## src/hw/rtl/pidcd_pkg.sv

```systemverilog
// ----------------------------------------------------------------------------
// pidcd_pkg: shared types and constants of the clamped deadband pid controller
// Field widths, register indexes and the configuration record.
// ----------------------------------------------------------------------------
`default_nettype none

package pidcd_pkg;

	// field widths
	localparam int ERR_W   = 16;
	localparam int GAIN_W  = 16;
	localparam int DB_W    = 15;
	localparam int INT_W   = 24;
	localparam int DRV_W   = 16;
	localparam int CFG_W   = 24;
	localparam int IDX_W   = 3;

	// gains are signed fixed point with this many fraction bits
	localparam int GAIN_FRAC_BITS = 8;

	// second difference spans four times the sample range
	localparam int DIFF_W = ERR_W + 2;
	// widest product plus one bit of growth for the three-term sum
	localparam int SUM_W  = GAIN_W + INT_W + 1;

	// register indexes
	typedef enum logic [IDX_W-1:0] {
		REG_GAIN_P         = 3'd0,
		REG_GAIN_I         = 3'd1,
		REG_GAIN_D         = 3'd2,
		REG_DEADBAND       = 3'd3,
		REG_INTEGRAL_UPPER = 3'd4,
		REG_INTEGRAL_LOWER = 3'd5,
		REG_DRIVE_UPPER    = 3'd6,
		REG_DRIVE_LOWER    = 3'd7
	} reg_idx_t;

	// reset values of the limits
	localparam logic signed [INT_W-1:0] INT_UPPER_RST = {1'b0, {(INT_W-1){1'b1}}};
	localparam logic signed [INT_W-1:0] INT_LOWER_RST = {1'b1, {(INT_W-1){1'b0}}};
	localparam logic signed [DRV_W-1:0] DRV_UPPER_RST = {1'b0, {(DRV_W-1){1'b1}}};
	localparam logic signed [DRV_W-1:0] DRV_LOWER_RST = {1'b1, {(DRV_W-1){1'b0}}};

	// configuration record handed to the datapath
	typedef struct packed {
		logic signed [GAIN_W-1:0] gain_p;
		logic signed [GAIN_W-1:0] gain_i;
		logic signed [GAIN_W-1:0] gain_d;
		logic        [DB_W-1:0]   deadband;
		logic signed [INT_W-1:0]  integral_upper;
		logic signed [INT_W-1:0]  integral_lower;
		logic signed [DRV_W-1:0]  drive_upper;
		logic signed [DRV_W-1:0]  drive_lower;
	} cfg_t;

endpackage

`default_nettype wire

```

## src/hw/rtl/pidcd_err_if.sv

```systemverilog
// ----------------------------------------------------------------------------
// pidcd_err_if: error sample channel
// Valid/ready channel carrying one signed error sample per transaction.
// ----------------------------------------------------------------------------
`default_nettype none

interface pidcd_err_if;
	logic                               valid;
	logic                               ready;
	logic signed [pidcd_pkg::ERR_W-1:0] error_sample;

	modport source (output valid, output error_sample, input ready);
	modport sink   (input valid, input error_sample, output ready);
endinterface

`default_nettype wire

```

## src/hw/rtl/pidcd_drv_if.sv

```systemverilog
// ----------------------------------------------------------------------------
// pidcd_drv_if: drive result channel
// Valid/ready channel carrying one clamped drive value per transaction.
// ----------------------------------------------------------------------------
`default_nettype none

interface pidcd_drv_if;
	logic                               valid;
	logic                               ready;
	logic signed [pidcd_pkg::DRV_W-1:0] drive;

	modport source (output valid, output drive, input ready);
	modport sink   (input valid, input drive, output ready);
endinterface

`default_nettype wire

```

## src/hw/rtl/pidcd_cfg_regs.sv

```systemverilog
// ----------------------------------------------------------------------------
// pidcd_cfg_regs: configuration register file
// Write-only gains, deadband and clamp limits, truncated to register width.
// ----------------------------------------------------------------------------
`default_nettype none

module pidcd_cfg_regs (
	input  wire logic                              clk,
	input  wire logic                              arst_n,
	input  wire logic                              cfg_we,
	input  wire logic [pidcd_pkg::IDX_W-1:0]       cfg_index,
	input  wire logic [pidcd_pkg::CFG_W-1:0]       cfg_data,
	output pidcd_pkg::cfg_t                        cfg
);

	pidcd_pkg::cfg_t cfg_q;

	// register writes, each takes the low bits of the data
	always_ff @(posedge clk or negedge arst_n) begin
		if (!arst_n) begin
			cfg_q.gain_p         <= '0;
			cfg_q.gain_i         <= '0;
			cfg_q.gain_d         <= '0;
			cfg_q.deadband       <= '0;
			cfg_q.integral_upper <= pidcd_pkg::INT_UPPER_RST;
			cfg_q.integral_lower <= pidcd_pkg::INT_LOWER_RST;
			cfg_q.drive_upper    <= pidcd_pkg::DRV_UPPER_RST;
			cfg_q.drive_lower    <= pidcd_pkg::DRV_LOWER_RST;
		end else if (cfg_we) begin
			case (pidcd_pkg::reg_idx_t'(cfg_index))
				pidcd_pkg::REG_GAIN_P: begin
					cfg_q.gain_p <= cfg_data[pidcd_pkg::GAIN_W-1:0];
				end
				pidcd_pkg::REG_GAIN_I: begin
					cfg_q.gain_i <= cfg_data[pidcd_pkg::GAIN_W-1:0];
				end
				pidcd_pkg::REG_GAIN_D: begin
					cfg_q.gain_d <= cfg_data[pidcd_pkg::GAIN_W-1:0];
				end
				pidcd_pkg::REG_DEADBAND: begin
					cfg_q.deadband <= cfg_data[pidcd_pkg::DB_W-1:0];
				end
				pidcd_pkg::REG_INTEGRAL_UPPER: begin
					cfg_q.integral_upper <= cfg_data[pidcd_pkg::INT_W-1:0];
				end
				pidcd_pkg::REG_INTEGRAL_LOWER: begin
					cfg_q.integral_lower <= cfg_data[pidcd_pkg::INT_W-1:0];
				end
				pidcd_pkg::REG_DRIVE_UPPER: begin
					cfg_q.drive_upper <= cfg_data[pidcd_pkg::DRV_W-1:0];
				end
				pidcd_pkg::REG_DRIVE_LOWER: begin
					cfg_q.drive_lower <= cfg_data[pidcd_pkg::DRV_W-1:0];
				end
				default: begin
				end
			endcase
		end
	end

	assign cfg = cfg_q;

endmodule

`default_nettype wire

```

## src/hw/rtl/pidcd_core.sv

```systemverilog
// ----------------------------------------------------------------------------
// pidcd_core: controller datapath
// Input register, integral update with deadband and clamp, three products,
// floor shift and drive clamp into a result register.
// ----------------------------------------------------------------------------
`default_nettype none

module pidcd_core (
	input  wire logic             clk,
	input  wire logic             arst_n,
	input  wire pidcd_pkg::cfg_t  cfg,
	pidcd_err_if.sink             sample,
	pidcd_drv_if.source           result
);

	localparam int ERR_W  = pidcd_pkg::ERR_W;
	localparam int INT_W  = pidcd_pkg::INT_W;
	localparam int DRV_W  = pidcd_pkg::DRV_W;
	localparam int GAIN_W = pidcd_pkg::GAIN_W;
	localparam int DIFF_W = pidcd_pkg::DIFF_W;
	localparam int SUM_W  = pidcd_pkg::SUM_W;
	localparam int P_W    = GAIN_W + ERR_W;
	localparam int I_W    = GAIN_W + INT_W;
	localparam int D_W    = GAIN_W + DIFF_W;

	logic                     valid_s1;
	logic signed [ERR_W-1:0]  err_s1;
	logic                     out_valid_q;
	logic signed [DRV_W-1:0]  drive_q;
	logic signed [INT_W-1:0]  integral_q;
	logic signed [ERR_W-1:0]  prev_q;
	logic signed [ERR_W-1:0]  older_q;

	logic                     advance;
	logic                     take;

	logic signed [ERR_W:0]    err_x;
	logic signed [ERR_W:0]    db_x;
	logic                     in_deadband;
	logic signed [INT_W:0]    acc_sum;
	logic signed [INT_W:0]    acc_hi;
	logic signed [INT_W:0]    acc_lo;
	logic signed [INT_W-1:0]  integral_next;

	logic signed [DIFF_W-1:0] diff;
	logic signed [P_W-1:0]    p_term;
	logic signed [I_W-1:0]    i_term;
	logic signed [D_W-1:0]    d_term;
	logic signed [SUM_W-1:0]  sum;
	logic signed [SUM_W-1:0]  shifted;
	logic signed [SUM_W-1:0]  drv_hi;
	logic signed [SUM_W-1:0]  drv_lo;
	logic signed [DRV_W-1:0]  drive_next;

	// handshake: result register frees the input stage
	assign advance      = !out_valid_q || result.ready;
	assign take         = valid_s1 && advance;
	assign sample.ready = !valid_s1 || advance;
	assign result.valid = out_valid_q;
	assign result.drive = drive_q;

	// input register
	always_ff @(posedge clk or negedge arst_n) begin
		if (!arst_n) begin
			valid_s1 <= 1'b0;
		end else if (sample.ready) begin
			valid_s1 <= sample.valid;
		end
	end

	always_ff @(posedge clk) begin
		if (sample.valid && sample.ready) begin
			err_s1 <= sample.error_sample;
		end
	end

	// integral: add, clear inside deadband, upper then lower clamp
	always_comb begin
		err_x         = (ERR_W+1)'(err_s1);
		db_x          = $signed((ERR_W+1)'(cfg.deadband));
		in_deadband   = (err_x > -db_x) && (err_x < db_x);
		acc_sum       = in_deadband ? '0 : ((INT_W+1)'(integral_q) + (INT_W+1)'(err_s1));
		acc_hi        = (acc_sum >= (INT_W+1)'(cfg.integral_upper))
		              ? (INT_W+1)'(cfg.integral_upper) : acc_sum;
		acc_lo        = (acc_hi <= (INT_W+1)'(cfg.integral_lower))
		              ? (INT_W+1)'(cfg.integral_lower) : acc_hi;
		integral_next = acc_lo[INT_W-1:0];
	end

	// three products, floor shift, upper then lower clamp
	always_comb begin
		diff       = DIFF_W'(older_q) + DIFF_W'(err_s1) - (DIFF_W'(prev_q) <<< 1);
		p_term     = P_W'(cfg.gain_p) * P_W'(err_s1);
		i_term     = I_W'(cfg.gain_i) * I_W'(integral_next);
		d_term     = D_W'(cfg.gain_d) * D_W'(diff);
		sum        = SUM_W'(p_term) + SUM_W'(i_term) + SUM_W'(d_term);
		shifted    = sum >>> pidcd_pkg::GAIN_FRAC_BITS;
		drv_hi     = (shifted >= SUM_W'(cfg.drive_upper)) ? SUM_W'(cfg.drive_upper) : shifted;
		drv_lo     = (drv_hi <= SUM_W'(cfg.drive_lower)) ? SUM_W'(cfg.drive_lower) : drv_hi;
		drive_next = drv_lo[DRV_W-1:0];
	end

	// result register and controller state
	always_ff @(posedge clk or negedge arst_n) begin
		if (!arst_n) begin
			out_valid_q <= 1'b0;
			integral_q  <= '0;
			prev_q      <= '0;
			older_q     <= '0;
		end else begin
			if (advance) begin
				out_valid_q <= valid_s1;
			end
			if (take) begin
				integral_q <= integral_next;
				prev_q     <= err_s1;
				older_q    <= prev_q;
			end
		end
	end

	always_ff @(posedge clk) begin
		if (take) begin
			drive_q <= drive_next;
		end
	end

	// lower drive limit always holds on a loaded result
	a_drive_lower: assert property (@(posedge clk) disable iff (!arst_n)
		take |=> (drive_q >= $past(cfg.drive_lower)))
		else $error("drive below lower limit");

	// upper drive limit holds when the limits do not cross
	a_drive_upper: assert property (@(posedge clk) disable iff (!arst_n)
		(take && (cfg.drive_lower <= cfg.drive_upper)) |=>
		(drive_q <= $past(cfg.drive_upper)))
		else $error("drive above upper limit");

	// integral never drops below its lower limit after an update
	a_integral_lower: assert property (@(posedge clk) disable iff (!arst_n)
		take |=> (integral_q >= $past(cfg.integral_lower)))
		else $error("integral below lower limit");

	// a stalled item leaves the controller state alone
	a_state_hold: assert property (@(posedge clk) disable iff (!arst_n)
		!take |=> ($stable(integral_q) && $stable(prev_q) && $stable(older_q)))
		else $error("state changed without a transaction");

	// sample history shifts by one on each processed item
	a_history: assert property (@(posedge clk) disable iff (!arst_n)
		take |=> ((older_q == $past(prev_q)) && (prev_q == $past(err_s1))))
		else $error("sample history out of order");

endmodule

`default_nettype wire

```

## src/hw/rtl/pid_controller_clamped_deadband.sv

```systemverilog
// ----------------------------------------------------------------------------
// pid_controller_clamped_deadband: clamped positional pid with deadband
// Top level joining the configuration registers and the controller datapath.
// ----------------------------------------------------------------------------
// usage
//   sample: valid/ready sink, one signed 16-bit error_sample per transaction
//   result: valid/ready source, one clamped signed 16-bit drive per transaction
//   cfg_we/cfg_index/cfg_data: write-only registers (gains, deadband, limits),
//     written while no transaction is in flight
// timing
//   one result per sample; the sample passes the input register, then the
//   result register, from which the drive appears on result; throughput is
//   one sample per cycle while result.ready is high: the integral update,
//   three multipliers and both clamps sit in the single step between registers
// reset
//   arst_n clears both stages, the integral and the sample history, and loads
//   zero gains, zero deadband and full-range limits
// stalls
//   while result.ready is low the finished drive holds; one more sample is
//   still taken into the input register, after which sample.ready drops
// ----------------------------------------------------------------------------
`default_nettype none

module pid_controller_clamped_deadband (
	input  wire logic                          clk,
	input  wire logic                          arst_n,
	pidcd_err_if.sink                          sample,
	pidcd_drv_if.source                        result,
	input  wire logic                          cfg_we,
	input  wire logic [pidcd_pkg::IDX_W-1:0]   cfg_index,
	input  wire logic [pidcd_pkg::CFG_W-1:0]   cfg_data
);

	pidcd_pkg::cfg_t cfg;

	// configuration registers
	pidcd_cfg_regs u_cfg_regs (
		.clk       (clk),
		.arst_n    (arst_n),
		.cfg_we    (cfg_we),
		.cfg_index (cfg_index),
		.cfg_data  (cfg_data),
		.cfg       (cfg)
	);

	// controller datapath
	pidcd_core u_core (
		.clk    (clk),
		.arst_n (arst_n),
		.cfg    (cfg),
		.sample (sample),
		.result (result)
	);

endmodule

`default_nettype wire

```

## src/flat_wrapper.sv

```systemverilog
// flat-port wrapper written by rule: the top's interface ports become plain ports
module pid_controller_clamped_deadband_flat 
  (clk, arst_n, cfg_we, cfg_index, cfg_data, sample_valid, sample_error_sample, sample_ready, result_valid, result_drive, result_ready);
  pidcd_err_if sample_i ();
  pidcd_drv_if result_i ();
  input  wire logic clk;
  input  wire logic arst_n;
  input  wire logic cfg_we;
  input  wire logic [pidcd_pkg::IDX_W-1:0] cfg_index;
  input  wire logic [pidcd_pkg::CFG_W-1:0] cfg_data;
  input wire logic [$bits(sample_i.valid)-1:0] sample_valid;
  input wire logic [$bits(sample_i.error_sample)-1:0] sample_error_sample;
  output wire logic [$bits(sample_i.ready)-1:0] sample_ready;
  output wire logic [$bits(result_i.valid)-1:0] result_valid;
  output wire logic [$bits(result_i.drive)-1:0] result_drive;
  input wire logic [$bits(result_i.ready)-1:0] result_ready;
  assign sample_i.valid = sample_valid;
  assign sample_i.error_sample = sample_error_sample;
  assign sample_ready = sample_i.ready;
  assign result_valid = result_i.valid;
  assign result_drive = result_i.drive;
  assign result_i.ready = result_ready;
  pid_controller_clamped_deadband u_core (.clk(clk), .arst_n(arst_n), .sample(sample_i), .result(result_i), .cfg_we(cfg_we), .cfg_index(cfg_index), .cfg_data(cfg_data));
endmodule
```

## config.mk

```make
export PLATFORM = sky130hd
export DESIGN_NAME = pid_controller_clamped_deadband_flat
export DESIGN_NICKNAME = d
export VERILOG_FILES = /design/src/hw/rtl/pidcd_pkg.sv /design/src/hw/rtl/pidcd_err_if.sv /design/src/hw/rtl/pidcd_drv_if.sv /design/src/hw/rtl/pidcd_cfg_regs.sv /design/src/hw/rtl/pidcd_core.sv /design/src/hw/rtl/pid_controller_clamped_deadband.sv /design/src/flat_wrapper.sv
export SDC_FILE = /design/constraint.sdc
export NUM_CORES = 2
export LEC_CHECK = 0
export BUFFER_PORTS_ARGS = -buffer_cell sky130_fd_sc_hd__buf_4
export CAP_MARGIN = 10
export CORE_MARGIN = 4
export CORE_UTILIZATION = 45
export DETAILED_ROUTE_END_ITERATION = 12
export PLACE_DENSITY = 0.58
export SLEW_MARGIN = 10
export SYNTH_ARGS = -nofsm -noshare
export SYNTH_HDL_FRONTEND = slang
export SYNTH_SLANG_ARGS = --single-unit
```

## constraint.sdc

```tcl
create_clock -name clk -period 51.3 [get_ports clk]
set_input_delay 2.565 -clock clk [delete_from_list [all_inputs] [get_ports clk]]
set_output_delay 2.565 -clock clk [all_outputs]
set_load 0.02 [all_outputs]
```

==> flow_summary_export.csv <==
group,metric,value,unit
synthesis,synthesis.area,51090,µm²
timing,clock_skew,22.98,ps
timing,slew_viol_final,0,
synthesis,synthCells,5252,
setup_path,worstPathArrival,21460,ps
setup_path,crit_top_cell,"sky130_fd_sc_hd__fa_1",
timing,unrepaired_setup_endpoints_after_global_routing,"no",
synthesis,async_reset_ff_frac,0.8627,
drt,dr_total_vias,34831,
floorplan,top_level_ports,66,
place,pre_cts_slack,30240,ps
setup_path,timing.critical_path.from_type,"flip-flop",
clock_network,cts.root.buffer_cell,"sky130_fd_sc_hd__clkbuf_16",
drt,remaining_drc_errors,0,
timing,layout_setup_ws,30180,ps
clock_network,post_cts_resize_count,0,
outcome,outcome,"complete, no violations",
layout,area_growth_syn_to_layout,6.405,%
drt,detail-route-antenna-nets,0,
floorplan,core_area,112700,µm²
synthesis,yosys_register_bits,233,
layout,final_layout_size_suffix_gt1_frac,0.08744,
run,max_cap_violations,0,
place,numPlacedInstances,6685,
setup_path,crit_required,51640,ps
clock_network,clkSinkCount,233,
global_routing,antenna_found_initial,10,
synthesis,synth-seq-area-share,0.1182,
layout,design.final.nets,6776,
drt,initialDrtViolationCount,2017,
clock_network,cts_tree,"yes",
drt,firstDrtPassIters,7,
timing,final_period_minus_worst_setup_slack,21120,ps
place,numPortBuffers,65,
floorplan,core.rowCount,123,
setup_path,crit_path_top_delay_cell,"sky130_fd_sc_hd__mux2_2",
setup_path,worstSetupPathType,"reg2reg",
synthesis,synthDominantCellAreaShare,0.4365,
synthesis,yosysTopAreaCell,"sky130_fd_sc_hd__fa_1",
place,gp_congestion,0.8893,
hold_path,hold_class,"reg2reg",
drt,route.detailed.wl_per_inst,20.18,µm
timing,slew_headroom,0.1824,
layout,final_cell_count_no_fill,6742,
clock_network,insertion_delay,600,ps
synthesis,syn_area_per_cell,9.727,µm²
clock_network,cts_htree_levels,1,
timing,setup_tns,0,ps
synthesis,ys_top_cells_by_area,"sky130_fd_sc_hd__fa_1 44%, sky130_fd_sc_hd__ha_1 9.7%, sky130_fd_sc_hd__inv_1 9.7%",
timing,achievable-frequency,0.04735,GHz
global_routing,pin_count_of_the_biggest_net_entering_global_routing,84,
synthesis,yosys_warnings,0,
setup_path,cpPeakStageDelay,600,ps
clock_network,clk_pin_slew_worst_paths,60,ps
global_routing,global_route_wire_length_before_repair,221900,µm
floorplan,floorplan.die.height,344.9,µm
global_routing,grt.total_usage,0.2417,
synthesis,ys.flop_type,"sky130_fd_sc_hd__dfrtp_1",
drt,drt-total-wl,136100,µm
timing,setup_violations,0,
floorplan,die_w,344.9,µm
floorplan,floorplan.initialDensity,0.4535,
synthesis,post_synth_num_cell_types,74,
global_routing,grt-ovfl-total,0,
drt,post_drt_via_cell_ratio,5.166,
timing,timing_worst_slew_pin_value,1221,ps
synthesis,synth_nets,6812,
clock_network,cts_setup_buffers,0,
timing,final.period_utilization,0.4117,
clock_network,cts.hold.buffers_added,0,
global_routing,first_global_vias,38116,
place,hpwl,113900,µm
setup_path,crit_fanout,34,
clock_network,numCtsBuffers,29,
floorplan,overall_die_area,119000,µm²
timing,final-hold-violation-count,0,
synthesis,synth-edff-count,32,
setup_path,cp-end-kind,"flip-flop",
clock_network,cts.path.max_buffers,3,
[through the flow]
step           hold WS (ps)  instance area [µm²]    util
2_1_floorplan         452.6                51090       -
3_3_place_gp          478.8                53240  0.4726
3_5_place_dp          479.6                53240  0.4726
4_1_cts               497.9                54350  0.4824
5_1_grt               521.2                54350  0.4824
6_report              490.9                54360  0.4825
[flip-flops by register name, summed over array words and instances, names as in the netlist]
name and cells:
u_core.u_core.result.valid 1, u_core.u_core.valid_s1 1, u_core.u_core.prev_q 16, u_core.u_core.result.drive 16
u_core.u_cfg_regs.cfg 143, u_core.u_core.integral_q 24, u_core.u_core.older_q 16, u_core.u_core.err_s1 16
[worst paths after layout]
path,from,end,slack [ps],cells past startpoint
worst max register to register,u_core.u_core.err_s1[0]$_DFFE_PP_,u_core.u_core.result.drive[2]$_DFFE_PP_,30180,76
worst min-delay path,u_core.u_core.valid_s1$_DFFE_PN0N_,u_core.u_core.result.valid$_DFFE_PN0P_,490,1
max in group asynchronous,arst_n,u_core.u_cfg_regs.cfg[14]$_DFFE_PN0P_,47870,2
worst max-delay path,u_core.u_core.err_s1[0]$_DFFE_PP_,u_core.u_core.result.drive[2]$_DFFE_PP_,30180,76
worst min register to register,u_core.u_core.valid_s1$_DFFE_PN0N_,u_core.u_core.result.valid$_DFFE_PN0P_,490,1
min in group asynchronous,arst_n,u_core.u_core.prev_q[0]$_DFFE_PN0P_,1960,1
[cell usage after synthesis (72+ instances only)]
cell                       count
sky130_fd_sc_hd__inv_1      1324
sky130_fd_sc_hd__fa_1       1114
sky130_fd_sc_hd__nand2_1     637
sky130_fd_sc_hd__ha_1        398
sky130_fd_sc_hd__and2_1      330
sky130_fd_sc_hd__mux2_2      214
sky130_fd_sc_hd__clkbuf_1    178
sky130_fd_sc_hd__dfrtp_1     161
sky130_fd_sc_hd__o21ai_0      95
sky130_fd_sc_hd__nor2_1       80
sky130_fd_sc_hd__a21oi_1      74
sky130_fd_sc_hd__a21o_1       72
[cells by family after synthesis]
family	Yosys count	share of synthesized area
buf+inv	1517	0.1117
fa+ha+maj	1512	0.5340
simple gates	1311	0.1251
compound gates	370	0.04742
flops	233	0.1182
mux	220	0.04835
xor+xnor	89	0.01526
[critical path, delay by kind of cell (launching register included)]
family          cells  cell delay [ps]
compound gates     28             6960
fa+ha+maj          16             6670
simple gates       15             3120
buf+inv            11             1690
mux                 4             1620
xor+xnor            2              370
flops               1              360
[layout by cell type, fill, tap and decap left out, types with 17 or more instances in the layout]
master / n
sky130_fd_sc_hd__nor2b_1: 57
sky130_fd_sc_hd__nor3_1: 32
sky130_fd_sc_hd__nand2_1: 637
sky130_fd_sc_hd__a21oi_1: 74
sky130_fd_sc_hd__buf_4: 124
sky130_fd_sc_hd__nand4_1: 30
sky130_fd_sc_hd__nand2b_1: 40
sky130_fd_sc_hd__clkbuf_16: 32
sky130_fd_sc_hd__nand3_1: 33
sky130_fd_sc_hd__dfstp_2: 40
sky130_fd_sc_hd__a21o_1: 72
sky130_fd_sc_hd__a211oi_1: 17
sky130_fd_sc_hd__o21ai_0: 95
sky130_fd_sc_hd__o21a_1: 19
sky130_fd_sc_hd__inv_1: 1324
sky130_fd_sc_hd__mux2_2: 214
sky130_fd_sc_hd__fa_1: 1114
sky130_fd_sc_hd__xor2_1: 23
sky130_fd_sc_hd__ha_1: 398
sky130_fd_sc_hd__edfxtp_1: 32
sky130_fd_sc_hd__dfrtp_1: 161
sky130_fd_sc_hd__nand3b_1: 17
sky130_fd_sc_hd__and2_1: 330
sky130_fd_sc_hd__xnor2_1: 66
sky130_fd_sc_hd__nor2_1: 79
[final cells by class]
cell class,instances,area (µm²)
sequential,233,6041
antenna,4,10.01
tap,1500,1877
clock buffer,40,900.9
fill,10763,58290
clock inverter,13,211.5
multi-input combinational,3502,39400
inverter,1325,4974
timing repair buffer,125,945.9
[metal layers]
| metal | up-vias | share of wire | GRT usage |
|---|---|---|---|
| met3 | 164 | 0.066 | 0.03450 |
| met5 | - | 0 | 0 |
| met2 | 899 | 0.47 | 0.3978 |
| met4 | 0 | 0.019 | 0.04238 |
| met1 | 18152 | 0.45 | 0.3463 |
| li1 | 15616 | - | - |
Power is not shown: default switching activity piles up to over one toggle a cycle in this logic, so the estimate is an artifact.
